File: config.mk
export PLATFORM = sky130hd
export DESIGN_NAME = rtmf_ctrl
export DESIGN_NICKNAME = d
export VERILOG_FILES = /design/src/hw/rtl/rtmf_pkg.sv /design/src/hw/rtl/rtmf_ctrl.sv
export VERILOG_INCLUDE_DIRS = /design/src /design/src/hw/rtl
export SDC_FILE = /design/constraint.sdc
export NUM_CORES = 1
export LEC_CHECK = 0
export BUFFER_PORTS_ARGS = -buffer_cell sky130_fd_sc_hd__buf_4
export CAP_MARGIN = 20
export CORE_AREA = 2 2 39 41
export CTS_BUF_LIST = sky130_fd_sc_hd__clkbuf_4
export CTS_CLUSTER_SIZE = 16
export DETAILED_ROUTE_END_ITERATION = 8
export DIE_AREA = 0 0 41 43
export SYNTH_ARGS = -nofsm -noshare
export SYNTH_HDL_FRONTEND = slang
export SYNTH_SLANG_ARGS = --single-unit
File: constraint.sdc
create_clock -name clk -period 4.4 [get_ports clk]
set_input_delay 0.44 -clock clk [delete_from_list [all_inputs] [get_ports clk]]
set_output_delay 0.44 -clock clk [all_outputs]
set_load 0.02 [all_outputs]
File: src/hw/rtl/ratio_test_match_filter_macros.svh
// Assertion macros shared by the ratio test match filter RTL.
`ifndef RATIO_TEST_MATCH_FILTER_MACROS_SVH
`define RATIO_TEST_MATCH_FILTER_MACROS_SVH

`ifndef NO_ASSERTIONS
// Same-cycle implication, disabled during reset.
`define RTMF_ASSERT_IMP(label, clk, rst_n, ante, cons) \
    label: assert property (@(posedge clk) disable iff (!rst_n) (ante) |-> (cons)) \
        else $error("rtmf assertion failed");
// Next-cycle implication, disabled during reset.
`define RTMF_ASSERT_NXT(label, clk, rst_n, ante, cons) \
    label: assert property (@(posedge clk) disable iff (!rst_n) (ante) |=> (cons)) \
        else $error("rtmf assertion failed");
`else
`define RTMF_ASSERT_IMP(label, clk, rst_n, ante, cons)
`define RTMF_ASSERT_NXT(label, clk, rst_n, ante, cons)
`endif

`endif

File: src/hw/rtl/rtmf_pkg.sv
// Types and constants of the ratio test match filter.
package rtmf_pkg;

    localparam int LIST_DEPTH  = 1024;
    localparam int IDX_W       = $clog2(LIST_DEPTH);
    localparam int CNT_W       = $clog2(LIST_DEPTH + 1);
    localparam int LEN_W       = 11;
    localparam int DIST_W      = 10;
    localparam int IMG_W       = 8;
    localparam int PT_W        = 12;
    localparam int RATIO_W     = 5;
    localparam int VERDICT_W   = 3;
    localparam int PROD_W      = DIST_W + RATIO_W;
    localparam int RATIO_SCALE = 20;
    localparam int ENTRY_W     = 2 * PT_W + IMG_W;

    localparam logic [VERDICT_W-1:0] VERDICT_ACCEPTED  = 3'd0;
    localparam logic [VERDICT_W-1:0] VERDICT_NO_MATCH  = 3'd1;
    localparam logic [VERDICT_W-1:0] VERDICT_RATIO     = 3'd2;
    localparam logic [VERDICT_W-1:0] VERDICT_DUPLICATE = 3'd3;
    localparam logic [VERDICT_W-1:0] VERDICT_FULL      = 3'd4;

    localparam logic [1:0] MATCH_NONE = 2'd0;
    localparam logic [1:0] MATCH_ONE  = 2'd1;

    typedef struct packed {
        logic              first_of_set;
        logic [1:0]        match_count;
        logic [DIST_W-1:0] best_distance;
        logic [DIST_W-1:0] second_distance;
        logic [IMG_W-1:0]  best_image;
        logic [IMG_W-1:0]  second_image;
        logic [PT_W-1:0]   query_point;
        logic [PT_W-1:0]   train_point;
    } item_t;

    typedef struct packed {
        logic                 accepted;
        logic [VERDICT_W-1:0] verdict;
        logic [PT_W-1:0]      out_query_point;
        logic [PT_W-1:0]      out_train_point;
        logic [IMG_W-1:0]     out_image;
        logic [LEN_W-1:0]     list_length;
    } result_t;

    typedef struct packed {
        logic load;
        logic scan_en;
        logic commit;
    } ctrl_cmd_t;

    typedef struct packed {
        logic multi;
        logic ratio_ok;
        logic scan_done;
        logic out_free;
    } dp_status_t;

endpackage

File: src/hw/rtl/rtmf_ctrl.sv
// Sequencer of the ratio test match filter: load, check, scan, finish.
module rtmf_ctrl (
    input  logic                clk,
    input  logic                rst_n,
    input  logic                s_tvalid,
    output logic                in_ready,
    input  rtmf_pkg::dp_status_t status,
    output rtmf_pkg::ctrl_cmd_t  cmd
);
    import rtmf_pkg::*;

    localparam logic [1:0] ST_IDLE   = 2'd0;
    localparam logic [1:0] ST_CHECK  = 2'd1;
    localparam logic [1:0] ST_SCAN   = 2'd2;
    localparam logic [1:0] ST_FINISH = 2'd3;

    logic [1:0] state_reg;
    logic [1:0] state_next;

    assign in_ready = (state_reg == ST_IDLE);

    always_comb
    begin
        state_next  = state_reg;
        cmd         = '0;
        unique case (state_reg)
            ST_IDLE:
            begin
                if (s_tvalid)
                begin
                    cmd.load   = 1'b1;
                    state_next = ST_CHECK;
                end
            end
            ST_CHECK:
            begin
                // only a passing multi-match needs the list scan
                if (status.multi && status.ratio_ok)
                    state_next = ST_SCAN;
                else
                    state_next = ST_FINISH;
            end
            ST_SCAN:
            begin
                cmd.scan_en = 1'b1;
                if (status.scan_done)
                    state_next = ST_FINISH;
            end
            ST_FINISH:
            begin
                if (status.out_free)
                begin
                    cmd.commit = 1'b1;
                    state_next = ST_IDLE;
                end
            end
            default:
            begin
                state_next = ST_IDLE;
            end
        endcase
    end

    always_ff @(posedge clk or negedge rst_n)
    begin
        if (!rst_n)
            state_reg <= ST_IDLE;
        else
            state_reg <= state_next;
    end

`include "ratio_test_match_filter_macros.svh"

    `RTMF_ASSERT_NXT(a_scan_ends, clk, rst_n, (state_reg == ST_SCAN) && status.scan_done, state_reg == ST_FINISH)
    `RTMF_ASSERT_IMP(a_commit_free, clk, rst_n, cmd.commit, status.out_free)
    `RTMF_ASSERT_NXT(a_load_leaves, clk, rst_n, cmd.load, !in_ready)

endmodule

==> metrics.cfg <==
[sta]
worst_slew_margin_rel=0.850
drv_slew=0
fin_setup_tns_ps=0
max_slew.worst_pin.slew_ps=223
setup-violations-final=0
maxClockFrequency_mhz=601
fin_skew_ps=0.777
final.min_clock_period_ps=1660
timing_hold_violations_final=0
rsz_0062_raised_after_global_routing=no
fin_crit_sh=0.378

[yosys]
synth.top_cell.area_share=0.237
synth-seq-area-share=0.237
postSynthNetCount=31
synth_most_common_cell=sky130_fd_sc_hd__ha_1
distinct_cells_synth=13
synth_area_per_cell_sq_um=10.6
yosysWarnings=0
synth-edff-count=0
synth_top_cells_by_area=sky130_fd_sc_hd__dfrtp_1 24%, sky130_fd_sc_hd__ha_1 24%, sky130_fd_sc_hd__o41ai_2 7.7%, sky130_fd_sc_hd__nor2b_4 6.5%, sky130_fd_sc_hd__and2_1 5.9%
cell_area_after_synthesis_sq_um=211
async_flop_share=1.00
yosysTopAreaCell=sky130_fd_sc_hd__dfrtp_1
synth_common_cells=4 x sky130_fd_sc_hd__ha_1, 2 x sky130_fd_sc_hd__and2_1, 2 x sky130_fd_sc_hd__dfrtp_1, 2 x sky130_fd_sc_hd__inv_1, 2 x sky130_fd_sc_hd__nor2b_1
gate_count_after_technology_mapping=20
postSynth.topFlopCell=sky130_fd_sc_hd__dfrtp_1
postSynthRegisterBits=2

[floorplanning]
core_area_sq_um=1380
dieHeight_microns=43
core.rowCount=14
dieArea_sq_um=1760
initial_utilization=0.153
horiz_die_dim_microns=41
ioPinCount=11

[critical_path]
cp_num_buf_inv=2
worst_endpoint_required_time_ps=3960
slowest_stage_cell_cp=sky130_fd_sc_hd__dfrtp_1
crit_type=flop to output pin
crit-reg2reg-capture=state_reg[1]$_DFFE_PN0P_
ff2ff_setup_slack_ps=2870
timing.rr.start=state_reg[0]$_DFFE_PN0P_
crit_arrival_ps=1220
crit_path_end_kind=output pin
critical_path.top_delay_family=flip-flops
rr_worst_depth=5
setup.worst_path.start_class=flop
worstPathMaxFanout=5
timing.critical_path.cells=inv_2 > ha_1 > and2_1 > buf_4
crit_path_max_incr_delay_ps=400

[clocking]
cts_max_path_buffers=2
cts_hold_buffers=1
cts.sinks=2
clk_pin_slew_ps=30
cts.htree.levels=1
post-cts-setup-buffer-count=0
clockRootBuffer=sky130_fd_sc_hd__clkbuf_4
numCtsBuffers=3
tritoncts=yes
postcts_resize_cnt=0
worstSkewPairLatency_ps=220

[cells_and_area]
flip_flop_count_of_the_largest_register_all_copies_and_words_added=2
fillerInstances=155
drive_above_1_share=0.529
finish.net_count=47
antenna_cells_inserted=0
flow.area_growth_from_synthesis_pct=60.4

[global_route]
initial_antenna_violation_count=0
pin_count_of_the_biggest_net_entering_global_routing=6
grt_pass1_vias=186
gr-total-overflow=0
groute.usage.overall=0.0532
grt_first_pass_wirelength_microns=565

[routing]
routed_wire_length_per_instance_microns=7.70
route.vias.total=187
detailroute.wirelength.met2_microns=222
route.detailed.vias_per_inst=3.74
drc=0
detail_route.wirelength_microns=385
route.top_layer_used=met3
wl_met1_microns=138
postRouteAntennaNets=0
first_iter_violations=0
drt_pre_antenna_iters=1
met3RoutedLength_microns=24

[place]
port_buffers=10
hpwl_microns=323
place.gp.congestion=0.626

[pwr]
pwr_density_cell_nw_per_um2=638
finalPower_uw=216
p_leak_nw=0.170
peakVddDrop_mv=0.235

[run_status]
status=completed

[hold_path]
timing.hold.worst.class=input port to async pin

[run]
cap_viol_max_count=0

-- placed cells by master, fill, tap and decap left out --
master | synthesis | final
sky130_fd_sc_hd__and2_1 | 2 | 2
sky130_fd_sc_hd__inv_2 | 1 | 1
sky130_fd_sc_hd__clkbuf_4 | 0 | 3
sky130_fd_sc_hd__buf_4 | 0 | 10
sky130_fd_sc_hd__a21boi_0 | 1 | 1
sky130_fd_sc_hd__dfrtp_1 | 2 | 2
sky130_fd_sc_hd__o2bb2a_1 | 1 | 1
sky130_fd_sc_hd__inv_1 | 2 | 2
sky130_fd_sc_hd__nor3_2 | 1 | 1
sky130_fd_sc_hd__mux2_1 | 1 | 1
sky130_fd_sc_hd__o41ai_2 | 1 | 1
sky130_fd_sc_hd__dlygate4sd3_1 | 0 | 1
sky130_fd_sc_hd__ha_1 | 4 | 4
sky130_fd_sc_hd__or2_2 | 1 | 1
sky130_fd_sc_hd__nor2b_1 | 2 | 2
sky130_fd_sc_hd__nor2b_4 | 1 | 1
-- cell type report --
| cell class | count | area (sq um) | share of cell area |
|---|---|---|---|
| multi-input combinational | 15 | 150 | 0.443 |
| tap | 16 | 20.0 | 0.0590 |
| inverter | 3 | 11.3 | 0.0332 |
| timing repair buffer | 11 | 85.1 | 0.251 |
| sequential | 2 | 50.0 | 0.148 |
| clock buffer | 3 | 22.5 | 0.0664 |
-- worst max path at each step --
| stage | cells past startpoint | end | start | slack [ps] |
|---|---|---|---|---|
| after CTS | 4 | cmd[2] | state_reg[0]$_DFFE_PN0P_ | 2720 |
| final | 4 | cmd[2] | state_reg[0]$_DFFE_PN0P_ | 2740 |
| after global routing | 4 | cmd[2] | state_reg[1]$_DFFE_PN0P_ | 2660 |
| after detailed placement | 5 | state_reg[1]$_DFFE_PN0P_ | state_reg[0]$_DFFE_PN0P_ | 2850 |
| after floorplan | 5 | state_reg[1]$_DFFE_PN0P_ | state_reg[0]$_DFFE_PN0P_ | 2870 |
| after global placement | 5 | state_reg[1]$_DFFE_PN0P_ | state_reg[0]$_DFFE_PN0P_ | 2880 |
-- power by group --
part | switching, mW | internal, mW
Clock | 0.0104 | 0.0301
Combinational | 0.0633 | 0.0713
Sequential | 0.0119 | 0.0293
-- per-layer routing --
metal / vias to the layer above / track usage
li1: 95 / -
met1: 86 / 0.0354
met2: 6 / 0.0844
met3: 0 / 0.0157
met4: 0 / 0.0800
met5: - / 0
-- per-stage QoR --
step	std cells	utilization	hold WS, ps	worst slack, ps	instance area, sq um
after floorplan	20	-	144	2870	211
after global placement	46	0.222	225	2880	307
after detailed placement	46	0.222	224	2850	307
after CTS	50	0.245	521	2720	339
after global routing	50	0.245	542	2660	339
final	50	0.245	534	2740	339
-- cells by family (layout without fill, tap and decap cells) --
logic type | count (synthesis) | in the layout | synth area share
mux | 1 | 1 | 0.0533
fa+ha+maj | 4 | 4 | 0.237
compound gates | 3 | 3 | 0.160
buf+inv | 3 | 17 | 0.0533
flops | 2 | 2 | 0.237
simple gates | 7 | 7 | 0.260
No activity file was read; power rests on OpenSTA's default activity.
